[src/hdl/nab_pkg.sv]
package nab_pkg;

	localparam int MAX_OUT = 9;
	localparam int HELD_DEPTH = 3;

	localparam logic [4:0] TYPE_MASK = 5'h1f;
	localparam logic [4:0] KIND_SPS = 5'd7;
	localparam logic [4:0] KIND_PPS = 5'd8;

	localparam logic [7:0] ESC_BYTE = 8'h03;
	localparam logic [7:0] ESC_LIMIT = 8'd3;
	localparam logic [7:0] SC_ZERO = 8'h00;
	localparam logic [7:0] SC_ONE = 8'h01;

	localparam logic [15:0] LEN_MAX = 16'hffff;
	localparam logic [2:0] IDX_SAT = 3'd4;
	localparam logic [1:0] ZRUN_MAX = 2'd2;

	typedef logic [7:0] nab_byte_t;
	typedef logic [3:0] nab_cnt_t;

	// One input item's worth of output bytes, in order.
	typedef struct packed {
		nab_byte_t [MAX_OUT-1:0] bytes;
		nab_cnt_t count;
		logic unit_end;
		logic changed;
	} nab_job_t;

endpackage

[src/hdl/nab_stream_if.sv]
interface nab_in_if import nab_pkg::*; ();
	logic valid;
	logic ready;
	nab_byte_t nal_byte;
	logic nal_first;
	logic nal_end;
	logic frame_first;

	modport source (output valid, output nal_byte, output nal_first, output nal_end,
		output frame_first, input ready);
	modport sink (input valid, input nal_byte, input nal_first, input nal_end,
		input frame_first, output ready);
endinterface

interface nab_out_if import nab_pkg::*; ();
	logic valid;
	logic ready;
	nab_byte_t out_byte;
	logic run_last;
	logic unit_done;
	logic param_changed;

	modport source (output valid, output out_byte, output run_last, output unit_done,
		output param_changed, input ready);
	modport sink (input valid, input out_byte, input run_last, input unit_done,
		input param_changed, output ready);
endinterface

[src/hdl/nab_front.sv]
module nab_front import nab_pkg::*; #(
	parameter int PARAM_SET_BYTES = 64
) (
	input logic clk,
	input logic arst_n,
	nab_in_if.sink nal_in,
	output nab_job_t job,
	output logic job_valid,
	input logic job_ready
);

	localparam int AW = (PARAM_SET_BYTES > 1) ? $clog2(PARAM_SET_BYTES) : 1;
	localparam logic [15:0] PS_LIMIT = 16'(PARAM_SET_BYTES);

	function automatic logic [1:0] zr_next(logic [1:0] zr, nab_byte_t b, logic esc);
		logic [1:0] r;
		if (esc) begin
			r = (b == SC_ZERO) ? 2'd1 : 2'd0;
		end else if (b == SC_ZERO) begin
			r = (zr == ZRUN_MAX) ? ZRUN_MAX : zr + 2'd1;
		end else begin
			r = 2'd0;
		end
		return r;
	endfunction

	// Accept side: unit tracking that the store read address depends on.
	logic unit_open_q;
	logic [4:0] kind_q;
	logic [15:0] len_q;

	logic accept;
	logic first_a;
	logic [4:0] kind_a;
	logic [15:0] idx_a;
	logic ps_a;
	logic rd_ok;
	logic [AW-1:0] rd_addr;

	// Commit stage.
	logic s1_valid_q;
	logic commit;
	nab_byte_t byte_s1;
	logic first_s1;
	logic end_s1;
	logic ff_s1;
	logic [4:0] kind_s1;
	logic [15:0] idx_s1;
	logic ab_sps_s1;
	logic ab_pps_s1;
	nab_byte_t sps_rd_s1;
	nab_byte_t pps_rd_s1;

	nab_byte_t sps_mem [PARAM_SET_BYTES];
	nab_byte_t pps_mem [PARAM_SET_BYTES];
	logic sps_we;
	logic pps_we;
	logic [AW-1:0] wr_addr;

	nab_byte_t held_q [HELD_DEPTH];
	logic [2:0] bidx_q;
	logic [1:0] zrun_q;
	logic pt_q;
	logic mism_q;
	logic [15:0] sps_len_q;
	logic sps_valid_q;
	logic [15:0] pps_len_q;
	logic pps_valid_q;
	logic changed_q;
	logic start_pend_q;

	logic sps_v0, pps_v0;
	logic [15:0] sps_l0, pps_l0;
	logic changed0, pend0;
	logic [2:0] bidx0;
	logic [1:0] zr0;
	logic pt0, mism0;
	logic is_sps, is_pps, ps;
	logic cur_valid;
	logic [15:0] cur_len;
	nab_byte_t cur_rd;
	logic mism1;
	logic [15:0] len1;
	logic param_fire;
	logic changed1;
	logic sps_valid_n, pps_valid_n;
	logic [15:0] sps_len_n, pps_len_n;

	nab_byte_t h0, h1, h2;
	nab_byte_t [MAX_OUT-1:0] ob;
	nab_cnt_t n;
	logic pend1, pt1;
	logic [1:0] zr1, zr_h1, zr_h2;
	logic [2:0] bidx1;
	logic esc;

	assign accept = nal_in.valid && nal_in.ready;
	assign commit = s1_valid_q && ((n == '0) || job_ready);
	assign nal_in.ready = !s1_valid_q || commit;

	assign first_a = nal_in.nal_first || !unit_open_q;
	assign kind_a = first_a ? (nal_in.nal_byte[4:0] & TYPE_MASK) : kind_q;
	assign idx_a = first_a ? 16'd0 : len_q;
	assign ps_a = (kind_a == KIND_SPS) || (kind_a == KIND_PPS);
	assign rd_ok = idx_a < PS_LIMIT;
	assign rd_addr = idx_a[AW-1:0];

	always_ff @(posedge clk or negedge arst_n) begin
		if (!arst_n) begin
			unit_open_q <= 1'b0;
			kind_q <= '0;
			len_q <= '0;
		end else if (accept) begin
			unit_open_q <= !nal_in.nal_end;
			kind_q <= kind_a;
			if (ps_a) begin
				len_q <= (idx_a == LEN_MAX) ? idx_a : idx_a + 16'd1;
			end else begin
				len_q <= idx_a;
			end
		end
	end

	always_ff @(posedge clk or negedge arst_n) begin
		if (!arst_n) begin
			s1_valid_q <= 1'b0;
		end else if (accept) begin
			s1_valid_q <= 1'b1;
		end else if (commit) begin
			s1_valid_q <= 1'b0;
		end
	end

	always_ff @(posedge clk) begin
		if (accept) begin
			byte_s1 <= nal_in.nal_byte;
			first_s1 <= first_a;
			end_s1 <= nal_in.nal_end;
			ff_s1 <= nal_in.frame_first;
			kind_s1 <= kind_a;
			idx_s1 <= idx_a;
			ab_sps_s1 <= nal_in.nal_first && unit_open_q && (kind_q == KIND_SPS);
			ab_pps_s1 <= nal_in.nal_first && unit_open_q && (kind_q == KIND_PPS);
		end
	end

	// Parameter-set stores. A write committing in the same cycle as a read of
	// the same entry is forwarded, since the read would otherwise see stale data.
	assign wr_addr = idx_s1[AW-1:0];
	assign sps_we = commit && is_sps && (idx_s1 < PS_LIMIT);
	assign pps_we = commit && is_pps && (idx_s1 < PS_LIMIT);

	always_ff @(posedge clk) begin
		if (sps_we) begin
			sps_mem[wr_addr] <= byte_s1;
		end
		if (accept && rd_ok) begin
			sps_rd_s1 <= (sps_we && (wr_addr == rd_addr)) ? byte_s1 : sps_mem[rd_addr];
		end
	end

	always_ff @(posedge clk) begin
		if (pps_we) begin
			pps_mem[wr_addr] <= byte_s1;
		end
		if (accept && rd_ok) begin
			pps_rd_s1 <= (pps_we && (wr_addr == rd_addr)) ? byte_s1 : pps_mem[rd_addr];
		end
	end

	// Unit start and the parameter-set comparison.
	always_comb begin
		sps_v0 = sps_valid_q && !ab_sps_s1;
		sps_l0 = ab_sps_s1 ? 16'd0 : sps_len_q;
		pps_v0 = pps_valid_q && !ab_pps_s1;
		pps_l0 = ab_pps_s1 ? 16'd0 : pps_len_q;
		changed0 = (first_s1 && ff_s1) ? 1'b0 : changed_q;
		pend0 = (first_s1 && ff_s1) ? 1'b1 : start_pend_q;
		bidx0 = first_s1 ? 3'd0 : bidx_q;
		zr0 = first_s1 ? 2'd0 : zrun_q;
		pt0 = first_s1 ? 1'b0 : pt_q;
		mism0 = first_s1 ? 1'b0 : mism_q;

		is_sps = kind_s1 == KIND_SPS;
		is_pps = kind_s1 == KIND_PPS;
		ps = is_sps || is_pps;
		cur_valid = is_sps ? sps_v0 : pps_v0;
		cur_len = is_sps ? sps_l0 : pps_l0;
		cur_rd = is_sps ? sps_rd_s1 : pps_rd_s1;

		mism1 = mism0 || (ps && cur_valid && (idx_s1 < cur_len) && (idx_s1 < PS_LIMIT)
			&& (cur_rd != byte_s1));
		len1 = (idx_s1 == LEN_MAX) ? idx_s1 : idx_s1 + 16'd1;
		param_fire = ps && end_s1 && cur_valid && (mism1 || (len1 != cur_len));
		changed1 = changed0 || param_fire;

		sps_valid_n = sps_v0;
		sps_len_n = sps_l0;
		pps_valid_n = pps_v0;
		pps_len_n = pps_l0;
		if (param_fire && is_sps) begin
			pps_valid_n = 1'b0;
			pps_len_n = 16'd0;
		end
		if (ps && end_s1) begin
			if (is_sps) begin
				sps_valid_n = 1'b1;
				sps_len_n = len1;
			end else begin
				pps_valid_n = 1'b1;
				pps_len_n = len1;
			end
		end
	end

	// Output byte list for this item.
	always_comb begin
		h0 = (bidx0 == 3'd0) ? byte_s1 : held_q[0];
		h1 = (bidx0 == 3'd1) ? byte_s1 : held_q[1];
		h2 = (bidx0 == 3'd2) ? byte_s1 : held_q[2];
		zr_h1 = zr_next(2'd0, held_q[1], 1'b0);
		zr_h2 = zr_next(zr_h1, held_q[2], 1'b0);
		ob = '0;
		n = '0;
		pend1 = pend0;
		pt1 = pt0;
		zr1 = zr0;
		bidx1 = bidx0;
		esc = 1'b0;

		if (bidx0 < 3'd3) begin
			bidx1 = bidx0 + 3'd1;
			if (end_s1) begin
				if (pend0 || ps) begin
					ob[n] = SC_ZERO;
					n = n + 4'd1;
				end
				ob[n] = SC_ZERO;
				n = n + 4'd1;
				ob[n] = SC_ZERO;
				n = n + 4'd1;
				ob[n] = SC_ONE;
				n = n + 4'd1;
				pend1 = 1'b0;
				ob[n] = h0;
				n = n + 4'd1;
				if (bidx0 >= 3'd1) begin
					ob[n] = h1;
					n = n + 4'd1;
				end
				if (bidx0 >= 3'd2) begin
					ob[n] = h2;
					n = n + 4'd1;
				end
			end
		end else if (bidx0 == 3'd3) begin
			bidx1 = IDX_SAT;
			if (held_q[0] == SC_ZERO && held_q[1] == SC_ZERO && held_q[2] == SC_ZERO
				&& byte_s1 == SC_ONE) begin
				// The unit already carries a long start code.
				pt1 = 1'b1;
				ob[0] = held_q[0];
				ob[1] = held_q[1];
				ob[2] = held_q[2];
				ob[3] = byte_s1;
				n = 4'd4;
			end else begin
				if (pend0 || ps) begin
					ob[n] = SC_ZERO;
					n = n + 4'd1;
				end
				ob[n] = SC_ZERO;
				n = n + 4'd1;
				ob[n] = SC_ZERO;
				n = n + 4'd1;
				ob[n] = SC_ONE;
				n = n + 4'd1;
				pend1 = 1'b0;
				ob[n] = held_q[0];
				n = n + 4'd1;
				ob[n] = held_q[1];
				n = n + 4'd1;
				ob[n] = held_q[2];
				n = n + 4'd1;
				esc = !end_s1 && (zr_h2 == ZRUN_MAX) && (byte_s1 < ESC_LIMIT);
				if (esc) begin
					ob[n] = ESC_BYTE;
					n = n + 4'd1;
				end
				ob[n] = byte_s1;
				n = n + 4'd1;
				zr1 = zr_next(zr_h2, byte_s1, esc);
			end
		end else begin
			if (pt0) begin
				ob[0] = byte_s1;
				n = 4'd1;
			end else begin
				esc = !end_s1 && (zr0 == ZRUN_MAX) && (byte_s1 < ESC_LIMIT);
				if (esc) begin
					ob[n] = ESC_BYTE;
					n = n + 4'd1;
				end
				ob[n] = byte_s1;
				n = n + 4'd1;
				zr1 = zr_next(zr0, byte_s1, esc);
			end
		end
	end

	assign job.bytes = ob;
	assign job.count = n;
	assign job.unit_end = end_s1;
	assign job.changed = changed1;
	assign job_valid = s1_valid_q && (n != '0);

	always_ff @(posedge clk or negedge arst_n) begin
		if (!arst_n) begin
			held_q[0] <= '0;
			held_q[1] <= '0;
			held_q[2] <= '0;
			bidx_q <= '0;
			zrun_q <= '0;
			pt_q <= 1'b0;
			mism_q <= 1'b0;
			sps_len_q <= '0;
			sps_valid_q <= 1'b0;
			pps_len_q <= '0;
			pps_valid_q <= 1'b0;
			changed_q <= 1'b0;
			start_pend_q <= 1'b1;
		end else if (commit) begin
			if (bidx0 < 3'd3) begin
				held_q[bidx0[1:0]] <= byte_s1;
			end
			bidx_q <= bidx1;
			zrun_q <= zr1;
			pt_q <= pt1;
			mism_q <= ps ? mism1 : mism0;
			sps_len_q <= sps_len_n;
			sps_valid_q <= sps_valid_n;
			pps_len_q <= pps_len_n;
			pps_valid_q <= pps_valid_n;
			changed_q <= changed1;
			start_pend_q <= pend1;
		end
	end

endmodule

[src/hdl/nab_queue.sv]
module nab_queue import nab_pkg::*; (
	input logic clk,
	input logic arst_n,
	input nab_job_t push_job,
	input logic push,
	output logic full,
	output nab_job_t head,
	output logic head_valid,
	input logic pop
);

	nab_job_t slot_q [2];
	logic wr_ptr_q;
	logic rd_ptr_q;
	logic [1:0] fill_q;

	assign full = fill_q == 2'd2;
	assign head_valid = fill_q != 2'd0;
	assign head = slot_q[rd_ptr_q];

	always_ff @(posedge clk) begin
		if (push) begin
			slot_q[wr_ptr_q] <= push_job;
		end
	end

	always_ff @(posedge clk or negedge arst_n) begin
		if (!arst_n) begin
			wr_ptr_q <= 1'b0;
			rd_ptr_q <= 1'b0;
			fill_q <= '0;
		end else begin
			if (push) begin
				wr_ptr_q <= !wr_ptr_q;
			end
			if (pop) begin
				rd_ptr_q <= !rd_ptr_q;
			end
			if (push && !pop) begin
				fill_q <= fill_q + 2'd1;
			end else if (pop && !push) begin
				fill_q <= fill_q - 2'd1;
			end
		end
	end

endmodule

[src/hdl/nab_back.sv]
module nab_back import nab_pkg::*; (
	input logic clk,
	input logic arst_n,
	input nab_job_t head,
	input logic head_valid,
	output logic pop,
	nab_out_if.source bs_out
);

	logic out_valid_q;
	nab_byte_t out_byte_q;
	logic run_last_q;
	logic unit_done_q;
	logic changed_q;
	nab_cnt_t pos_q;

	logic load;
	logic last;

	assign load = head_valid && (!out_valid_q || bs_out.ready);
	assign last = pos_q == (head.count - 4'd1);
	assign pop = load && last;

	assign bs_out.valid = out_valid_q;
	assign bs_out.out_byte = out_byte_q;
	assign bs_out.run_last = run_last_q;
	assign bs_out.unit_done = unit_done_q;
	assign bs_out.param_changed = changed_q;

	always_ff @(posedge clk or negedge arst_n) begin
		if (!arst_n) begin
			out_valid_q <= 1'b0;
			pos_q <= '0;
		end else begin
			if (load) begin
				out_valid_q <= 1'b1;
				pos_q <= last ? '0 : pos_q + 4'd1;
			end else if (bs_out.ready) begin
				out_valid_q <= 1'b0;
			end
		end
	end

	always_ff @(posedge clk) begin
		if (load) begin
			out_byte_q <= head.bytes[pos_q];
			run_last_q <= last;
			unit_done_q <= last && head.unit_end;
			changed_q <= head.changed;
		end
	end

endmodule

[src/hdl/nal_to_annexb_bytestream_core.sv]
// First bytes pass the commit register, a queue slot and the output register. Throughput:
// one output byte per cycle while the output is ready; an item of at most one byte can
// be taken every cycle unless the queue is full; a longer item holds the serializer.
// A two-entry queue between classifier and serializer lets either side stall alone.
// Reset clears all control state and both parameter-set copies; the first unit after
// reset gets a four-byte start code. Store contents are not cleared.
module nal_to_annexb_bytestream_core import nab_pkg::*; #(
	parameter int PARAM_SET_BYTES = 64
) (
	input logic clk,
	input logic arst_n,
	nab_in_if.sink nal_in,
	nab_out_if.source bs_out
);

	nab_job_t job;
	logic job_valid;
	logic q_full;
	nab_job_t head;
	logic head_valid;
	logic pop;

	nab_front #(
		.PARAM_SET_BYTES(PARAM_SET_BYTES)
	) u_front (
		.clk(clk),
		.arst_n(arst_n),
		.nal_in(nal_in),
		.job(job),
		.job_valid(job_valid),
		.job_ready(!q_full)
	);

	nab_queue u_queue (
		.clk(clk),
		.arst_n(arst_n),
		.push_job(job),
		.push(job_valid && !q_full),
		.full(q_full),
		.head(head),
		.head_valid(head_valid),
		.pop(pop)
	);

	nab_back u_back (
		.clk(clk),
		.arst_n(arst_n),
		.head(head),
		.head_valid(head_valid),
		.pop(pop),
		.bs_out(bs_out)
	);

endmodule

[src/flat_wrapper.sv]
// flat-port wrapper written by rule: the top's interface ports become plain ports
module nal_to_annexb_bytestream_core_flat import nab_pkg::*;
#(
	parameter int PARAM_SET_BYTES = 64
)
  (clk, arst_n, nal_in_valid, nal_in_nal_byte, nal_in_nal_first, nal_in_nal_end, nal_in_frame_first, nal_in_ready, bs_out_valid, bs_out_out_byte, bs_out_run_last, bs_out_unit_done, bs_out_param_changed, bs_out_ready);
  nab_in_if nal_in_i ();
  nab_out_if bs_out_i ();
  input logic clk;
  input logic arst_n;
  input wire logic [$bits(nal_in_i.valid)-1:0] nal_in_valid;
  input wire logic [$bits(nal_in_i.nal_byte)-1:0] nal_in_nal_byte;
  input wire logic [$bits(nal_in_i.nal_first)-1:0] nal_in_nal_first;
  input wire logic [$bits(nal_in_i.nal_end)-1:0] nal_in_nal_end;
  input wire logic [$bits(nal_in_i.frame_first)-1:0] nal_in_frame_first;
  output wire logic [$bits(nal_in_i.ready)-1:0] nal_in_ready;
  output wire logic [$bits(bs_out_i.valid)-1:0] bs_out_valid;
  output wire logic [$bits(bs_out_i.out_byte)-1:0] bs_out_out_byte;
  output wire logic [$bits(bs_out_i.run_last)-1:0] bs_out_run_last;
  output wire logic [$bits(bs_out_i.unit_done)-1:0] bs_out_unit_done;
  output wire logic [$bits(bs_out_i.param_changed)-1:0] bs_out_param_changed;
  input wire logic [$bits(bs_out_i.ready)-1:0] bs_out_ready;
  assign nal_in_i.valid = nal_in_valid;
  assign nal_in_i.nal_byte = nal_in_nal_byte;
  assign nal_in_i.nal_first = nal_in_nal_first;
  assign nal_in_i.nal_end = nal_in_nal_end;
  assign nal_in_i.frame_first = nal_in_frame_first;
  assign nal_in_ready = nal_in_i.ready;
  assign bs_out_valid = bs_out_i.valid;
  assign bs_out_out_byte = bs_out_i.out_byte;
  assign bs_out_run_last = bs_out_i.run_last;
  assign bs_out_unit_done = bs_out_i.unit_done;
  assign bs_out_param_changed = bs_out_i.param_changed;
  assign bs_out_i.ready = bs_out_ready;
  nal_to_annexb_bytestream_core #(.PARAM_SET_BYTES(PARAM_SET_BYTES)) u_core (.clk(clk), .arst_n(arst_n), .nal_in(nal_in_i), .bs_out(bs_out_i));
endmodule
[config.mk]
export PLATFORM = sky130hd
export DESIGN_NAME = nal_to_annexb_bytestream_core_flat
export DESIGN_NICKNAME = d
export VERILOG_FILES = /design/src/hdl/nab_pkg.sv /design/src/hdl/nab_stream_if.sv /design/src/hdl/nab_front.sv /design/src/hdl/nab_queue.sv /design/src/hdl/nab_back.sv /design/src/hdl/nal_to_annexb_bytestream_core.sv /design/src/flat_wrapper.sv
export SDC_FILE = /design/constraint.sdc
export NUM_CORES = 2
export LEC_CHECK = 0
export BUFFER_PORTS_ARGS = -buffer_cell sky130_fd_sc_hd__buf_2
export CELL_PAD_IN_SITES_DETAIL_PLACEMENT = 0
export CELL_PAD_IN_SITES_GLOBAL_PLACEMENT = 2
export CORE_UTILIZATION = 42
export CTS_CLUSTER_SIZE = 14
export DETAILED_ROUTE_END_ITERATION = 10
export PLACE_DENSITY = 0.77
export SLEW_MARGIN = 20
export SYNTH_ARGS = -nofsm -noshare
export SYNTH_HDL_FRONTEND = slang
export SYNTH_SLANG_ARGS = --single-unit
[constraint.sdc]
create_clock -name clk -period 7.38 [get_ports clk]
set_input_delay 0.369 -clock clk [delete_from_list [all_inputs] [get_ports clk]]
set_output_delay 0.369 -clock clk [all_outputs]
set_load 0.02 [all_outputs]
Word-level counts from Yosys, hierarchy flattened
Memory sizes are Yosys's and may differ from the RTL's. A register that Yosys moved wholly into a read port is not among the register bits.
Index checks and enable logic that the tools add are counted.
Cells by class
  add/subtract/negate cells: 25
  order comparisons: 40
  equality and inequality tests: 19
  multiplexer cells: 156
  bitwise gates (word level): 18
  reductions and logical operators: 85
Operators with widths (count)
  $mux W72: 11
  $bwmux W72: 8
  $demux W8 S4: 15
  $not A72 Y72: 4
  $mux W8: 30
  $mux W16: 12
  $and A72 B72 Y72: 2
  $and A8 B72 Y72: 2
  $and A63 B63 Y63: 2
  $not A63 Y63: 2
  $mux W4: 22
  $lt A4 B5 Y1 const B: 16
  $add A4 B1 Y4 const B: 16
  $mux W64: 1
  $ge A4 B1 Y1 const B: 15
  $and A54 B54 Y54: 1
  $not A54 Y54: 1
  $logic_and A1 B1 Y1: 51
  $mux W40: 1
  $add A16 B1 Y16 const B: 2
  $bmux W8 S4: 1
  $eq A16 B16 Y1 const B: 2
  $logic_not A8 Y1: 4
  $lt A16 B7 Y1 const B: 2
  other kinds (37): 120
Storage, ports and cells
  flip-flop bits (word level): 144
  bits in writable memories: 1180
  input port bits: 15
  output and inout bits: 13
  word-level logic and storage cells: 380
  memories: 3
Memory list
  u_core.u_front.pps_mem: words 64, width 8, read ports 1, clocked after memory_dff 1, wr ports 1, line nab_front.sv:55  | nab_byte_t pps_mem [PARAM_SET_BYTES];
  u_core.u_front.sps_mem: words 64, width 8, read ports 1, clocked after memory_dff 1, wr ports 1, line nab_front.sv:54  | nab_byte_t sps_mem [PARAM_SET_BYTES];
  u_core.u_queue.slot_q: words 2, width 78, read ports 1, clocked after memory_dff 0, wr ports 1, line nab_queue.sv:12  | nab_job_t slot_q [2];

Longest topological paths before layout
  word-level depth: 29
  mapped depth: 17
  mapped depth without buffers: 14

Modules after synthesis
A second synthesis with hierarchy kept.
Unflattened totals
  cells, all modules: 4312
  area, all modules: 58173.3 µm²
By module, submodules not included
  nab_front: instances 1, cells an instance 3935, area each 50980.1 µm², seq. area each 34504.3 µm²
  nab_queue: instances 1, cells an instance 259, area each 5853.1 µm², seq. area each 4784.6 µm²
  nab_back: instances 1, cells an instance 116, area each 1330.0 µm², seq. area each 455.4 µm²
  nal_to_annexb_bytestream_core: instances 1, cells an instance 2, area each 10.0 µm², seq. area each 0.0 µm²

Worst setup path after synthesis
No wires, ideal clock.
  kind: register -> register
  start: register u_core.u_front.first_s1
  end: memory u_core.u_queue.slot_q[0][0] in the netlist's numbering, enable pin
  setup time: 610 ps
  arrival: 6314 ps
  data required time: 6770 ps
  path slack: 456 ps
  stages on the path, launching flop included: 6
  path buffers: 2
  period minus slack after synthesis: 6924 ps
  cell sequence: edfxtp_1 buf_2 nor2_1 clkbuf_1 o21ai_0 nor3_1
On the way
  cells in the longest elaborated chain, start to end: 27
  elaborated cells on any way between the ends: 56
  those cells by class: add/sub (15); order compare (3); eq/ne (2); mux (29); reduce/logical (7)
RTL lines
  from (decl): line nab_front.sv:44  | logic first_s1;
  from (signal assigned): line nab_front.sv:137  | first_s1 <= first_a;
  $logic_and A1 B1 Y1: line nab_front.sv:178  | pend0 = (first_s1 && ff_s1) ? 1'b1 : start_pend_q;
  $mux W1: line nab_front.sv:178
  $logic_or A1 B1 Y1: line nab_front.sv:234, nab_front.sv:268
  $mux W1: line nab_front.sv:234, nab_front.sv:268
  $mux W4: line nab_front.sv:258  | if (held_q[0] == SC_ZERO && held_q[1] == SC_ZERO && held_q[2] == SC_ZERO
  $mux W4: line nab_front.sv:256  | end else if (bidx0 == 3'd3) begin
  $mux W4: line nab_front.sv:231  | if (bidx0 < 3'd3) begin
  $add A4 B1 Y4: line nab_front.sv:273  | n = n + 4'd1;
  [11 not listed]
  $mux W4: line nab_front.sv:258
  $mux W4: line nab_front.sv:256
  $mux W4 *: line nab_front.sv:231
  $reduce_bool A4 Y1 *: line nab_front.sv:315  | assign job_valid = s1_valid_q && (n != '0);
  $logic_and A1 B1 Y1 *: line nab_front.sv:315
  $logic_and A1 B1 Y1 *: line nal_to_annexb_bytestream_core.sv:38  | .push(job_valid && !q_full),
  $mux W1 *: line nab_queue.sv:22  | if (push) begin
  $mux W1 (implied by the code) *: line nab_queue.sv:23  | slot_q[wr_ptr_q] <= push_job;
  to (decl): line nab_queue.sv:12
Every way passes the cells marked *; elsewhere a longest branch is shown, timed or not. The select of a mux whose other input is x is not followed.

Worst setup path after layout
  start: register u_core.u_front.unit_open_q
  end: register u_core.u_front.len_q[15]
On the way
  cells in the longest elaborated chain, start to end: 6
  elaborated cells on any way between the ends: 11
  those cells by class: add/sub (1); eq/ne (3); mux (4); reduce/logical (3)
RTL lines
  from (decl): line nab_front.sv:28  | logic unit_open_q;
  from (signal assigned): line nab_front.sv:114  | unit_open_q <= !nal_in.nal_end;
  $logic_not A1 Y1 *: line nab_front.sv:101  | assign first_a = nal_in.nal_first || !unit_open_q;
  $logic_or A1 B1 Y1 *: line nab_front.sv:101
  $mux W16 or $mux W5 (tied branches): line nab_front.sv:103, nab_front.sv:102
  $add A16 B1 Y16 (tied with other cells): line nab_front.sv:117  | len_q <= (idx_a == LEN_MAX) ? idx_a : idx_a + 16'd1;
  $mux W16 or $logic_or A1 B1 Y1 (tied branches): line nab_front.sv:117, nab_front.sv:104
  $mux W16 *: line nab_front.sv:116  | if (ps_a) begin
  to (signal assigned): line nab_front.sv:117
  to (signal assigned): line nab_front.sv:119  | len_q <= idx_a;
  to (decl): line nab_front.sv:30  | logic [15:0] len_q;
Every way passes the cells marked *; elsewhere a longest branch is shown, timed or not.
A chain may end at the register's enable or synchronous reset.

==> impl_results.md <==
* Status: complete, no violations
* Worst relative slew slack at between 20% and 30%
* GP Congestion at 0.8310
* Pin count of the biggest net entering global routing at 147
* Initial antenna violation count at 2
* GR Util All Layers at 23.72%
* Final Skew at 26.14 ps
* CTS clk-pin slew, worst paths at 60 ps
* Cell mode on critical path: buf_4
* Final TNS setup at 0 ps
* Final count of hold timing violations at 0
* Final setup violation count at 0
* Detailed Place HPWL at 98,330 µm
* Synthesized area at 0.05758 mm²
* Worst Setup Start Kind: register
* Critical setup path kind: register to register
* 1st-iter DRT viols at 4,016
* Per-cell routed wire length at 27.03 µm
* DR WL met2 at 74,160 µm
* FFs w/ async S/R, synth at 7.388%
* Placed cell count at 5,787
* First-pass GRT wire length at about 240,000 µm
* Ys flop type: edfxtp_1
* Slowest cell on the critical path: a2111oi_2
* TritonCTS Buffers at 143
* Critical Path Fanout Max at 45
* Arrival time at the worst endpoint at about 5600 ps
* Row cnt at about 140
* Seq cells post-synth at 1,340
* Max-cap viol count at 0
* Syn_area_per_cell at 13.73 µm²
* CTS sink cnt at roughly 1,300
* Routed wire length at 163,800 µm
* Leak Pwr at 21.06 nW
* Power Density at 295.7 mW/mm²
* Drt via density at 5.928
* H-tree Lvls at 4
* DR top layer: met5
* Yosys warning count at 0
* Worst slew pin tran at roughly 1100 ps
* Antenna-violating nets left at 0
* Post-synth EDFFs at 1,241
* Final min period at 4973 ps
* Die ar. at between 0.1 and 0.15 mm²
* Top-area cell type share of the netlist area at roughly 65%
* Syn Nets at 4,244
* VDD IR max at 0.2231 mV
* Grt ovf at 0
* Area leader, netlist: edfxtp_1
* Final nets at 4,215
* Area Growth Syn to Fin at 11.53%
* Die Span Y at 372.3 µm
* CTS tree: yes
* Die width at 372.3 µm
* Path type of the worst min-delay path: primary input to asynchronous set/reset pin
* Vias at 35,940
* Non-filler cells, final at around 6,100
* Bufs on Longest Clock Path at 3
* Initial core utilization at approximately 42%
* FMAX at 201.1 MHz
* Post-synthesis cell count at 4,194
* CP peak stage delay at 620 ps
* Fin crit share at 67.38%
* Post-CTS resize count at 0
* Input/output buffers at 27
* Fraction of layout cells with a size suffix above 1 at 11.96%
* Cell Chain, Critical Path: nor2b_4, buf_4, buf_4, nand2_2, inv_1, buf_4, nand4_1, a2111oi_2, nand4_1, nor2_1, o21ai_0, a22o_1
* Critical Path Sink Type: register
* Synth unique cells at 79
* Synth area leaders: edfxtp_1 65%, dfrtp_1 4.3%, nand2_1 4.1%
* WP data required at 8030 ps
* Register area share after synthesis at 69.03%
* I/O Pins at 28
* Met1 wire length at ~72,000 µm
* Max Slew Vio Count at 0
* Clock latency on the worst-skew pair at 770 ps
* CTS Root Buffer Type: clkbuf_16
* Number of global-route vias before repair at about 34,000
* Pre-antenna DRT Iters at 6
* Core area at ~0.14 mm²
* DR WL met3 at 13,200 µm
* RSZ-0062 raised after global routing: false
* Remaining DRCs at 0
[Yosys cell counts (all sizes together) (4+ instances only)]
cell type,number
xor2,24
nand4b,5
nand2b,14
o2bb2ai,10
o31a,5
nand4,21
a21oi,189
dfrtp,98
buf,79
or2,4
o211ai,21
xnor2,26
mux4,74
nand2,625
nand3,151
o221ai,33
o21ai,130
mux2i,148
a311oi,92
a211oi,88
o311ai,4
clkbuf,209
and3,37
a22o,15
o31ai,4
o22ai,41
nor2,215
nor2b,123
and2,33
nor3,18
nor4,18
a2111oi,14
mux2,94
a21o,7
edfxtp,1241
a31oi,142
inv,40
a22oi,9
nor3b,5
and4,7
or3,5
ha,35
nand3b,9
[cell families after synthesis]
kind of cell	share of synthesized area, %
buffers and inverters	2.303
AO/OA/AOI/OAI	9.446
AND/OR/NAND/NOR	10.36
adder cells (fa/ha/maj)	0.7606
flip-flops	69.03
multiplexers	7.306
XOR/XNOR	0.7997
[power breakdown]
group / leakage [nW] / internal, W / switching (W) / total (W)
sequential: 12.6 / 0.00879 / 0.000322 / 0.00911
clock: 2.23 / 0.00410 / 0.00297 / 0.00707
combinational: 6.28 / 0.00102 / 0.00179 / 0.00281
total: 21.1 / 0.0139 / 0.00508 / 0.0190
[cell usage in the layout (no fill, tap or decap), types with 15 or more instances in the layout]
cell type  count
a211oi_1      88
a21oi_1      188
a22o_1        15
a311oi_1      92
a31oi_1      142
and2_1        32
and3_1        37
buf_2         26
buf_4         66
clkbuf_1      32
clkbuf_16    149
clkinv_1      30
clkinv_2      27
dfrtp_1       94
edfxtp_1    1241
ha_1          35
inv_1         35
mux2_2        94
mux2i_1      148
mux4_2        74
nand2_1      621
nand3_1      150
nand4_1       18
nor2_1       213
nor2b_1      122
o211ai_1      21
o21ai_0      128
o221ai_1      33
o22ai_1       41
xnor2_1       26
xor2_1        24
[flip-flops by register name (all words and copies together) (netlist names), 2 cells and up]
signal	cells
u_core.u_front.sps_len_q	16
u_core.u_front.pps_rd_s1	8
u_core.u_front.kind_q	5
u_core.u_front.len_q	16
u_core.u_front.idx_s1	16
u_core.u_front.pps_len_q	16
u_core.u_queue.fill_q	2
u_core.u_queue.slot_q	156
u_core.u_front.pps_mem	512
u_core.u_front.zrun_q	2
u_core.u_front.sps_rd_s1	8
u_core.u_front.byte_s1	8
u_core.u_front.held_q	24
u_core.u_front.sps_mem	512
u_core.u_back.pos_q	4
u_core.u_back.bs_out.out_byte	8
u_core.u_front.bidx_q	3
u_core.u_front.kind_s1	5
[routing by layer]
| layer | track usage (%) | vias to the layer above |
|---|---|---|
| li1 | - | 16010 |
| met1 | 34.01 | 18320 |
| met2 | 35.95 | 1368 |
| met3 | 5.579 | 239 |
| met4 | 6.613 | 2 |
| met5 | 0 | - |
[through the flow]
| stage | cell area, µm² | total power [W] | utilization [%] | setup WS, ps | hold WS (ps) |
|---|---|---|---|---|---|
| floorplan | 57580 | 0.01114 | - | 455.7 | 73.41 |
| global placement | 59490 | 0.01205 | 43.81 | 2426 | 366.0 |
| detailed placement | 59510 | 0.01207 | 43.82 | 2380 | 368.3 |
| CTS | 64210 | 0.01912 | 47.28 | 2460 | 66.55 |
| global route | 64220 | 0.01967 | 47.28 | 2107 | 138.0 |
| finish | 64220 | 0.01899 | 47.29 | 2407 | 98.60 |
[critical path, delay by kind of cell, from the launching register on]
family          cells  cell delay (ps)
flops               1              380
buf+inv             4             1990
simple gates        5             1450
compound gates      3              980
[worst paths after layout]
kind / from / end / slack, ps / cells past startpoint
min: arst_n / u_core.u_front.kind_q[2]$_DFFE_PN0P_ / 100 / 2
max reg2reg: u_core.u_front.unit_open_q$_DFFE_PN0P_ / u_core.u_front.len_q[15]$_DFFE_PN0P_ / 2410 / 12
max in group asynchronous: arst_n / u_core.u_queue.rd_ptr_q$_DFFE_PN0P_ / 5930 / 3
min reg2reg: u_core.u_front.sps_len_q[13]$_DFFE_PN0P_ / u_core.u_front.sps_len_q[13]$_DFFE_PN0P_ / 490 / 2
max: u_core.u_front.unit_open_q$_DFFE_PN0P_ / u_core.u_front.len_q[15]$_DFFE_PN0P_ / 2410 / 12
min in group clk: nal_in_nal_byte[6] / u_core.u_front.byte_s1[6]$_DFFE_PP_ / 330 / 2
[timing repair]
item / CTS / global route
setup buffers: 0 / 0
hold endpoints to repair: 58 / 0
endpoints found under the setup margin: 0 / 0
hold buffers: 14 / 0
[final cells by class]
class	instances	area, µm²
inverters	42	166.4
diodes	1	2.502
clock inverters	76	666.9
clock buffers	184	3890
repair buffers	114	920.9
multi-input cells	2524	16590
well taps	1781	2228
flip-flops and latches	1340	39760
fillers	11860	71590
No activity file was read; power rests on OpenSTA's default activity.
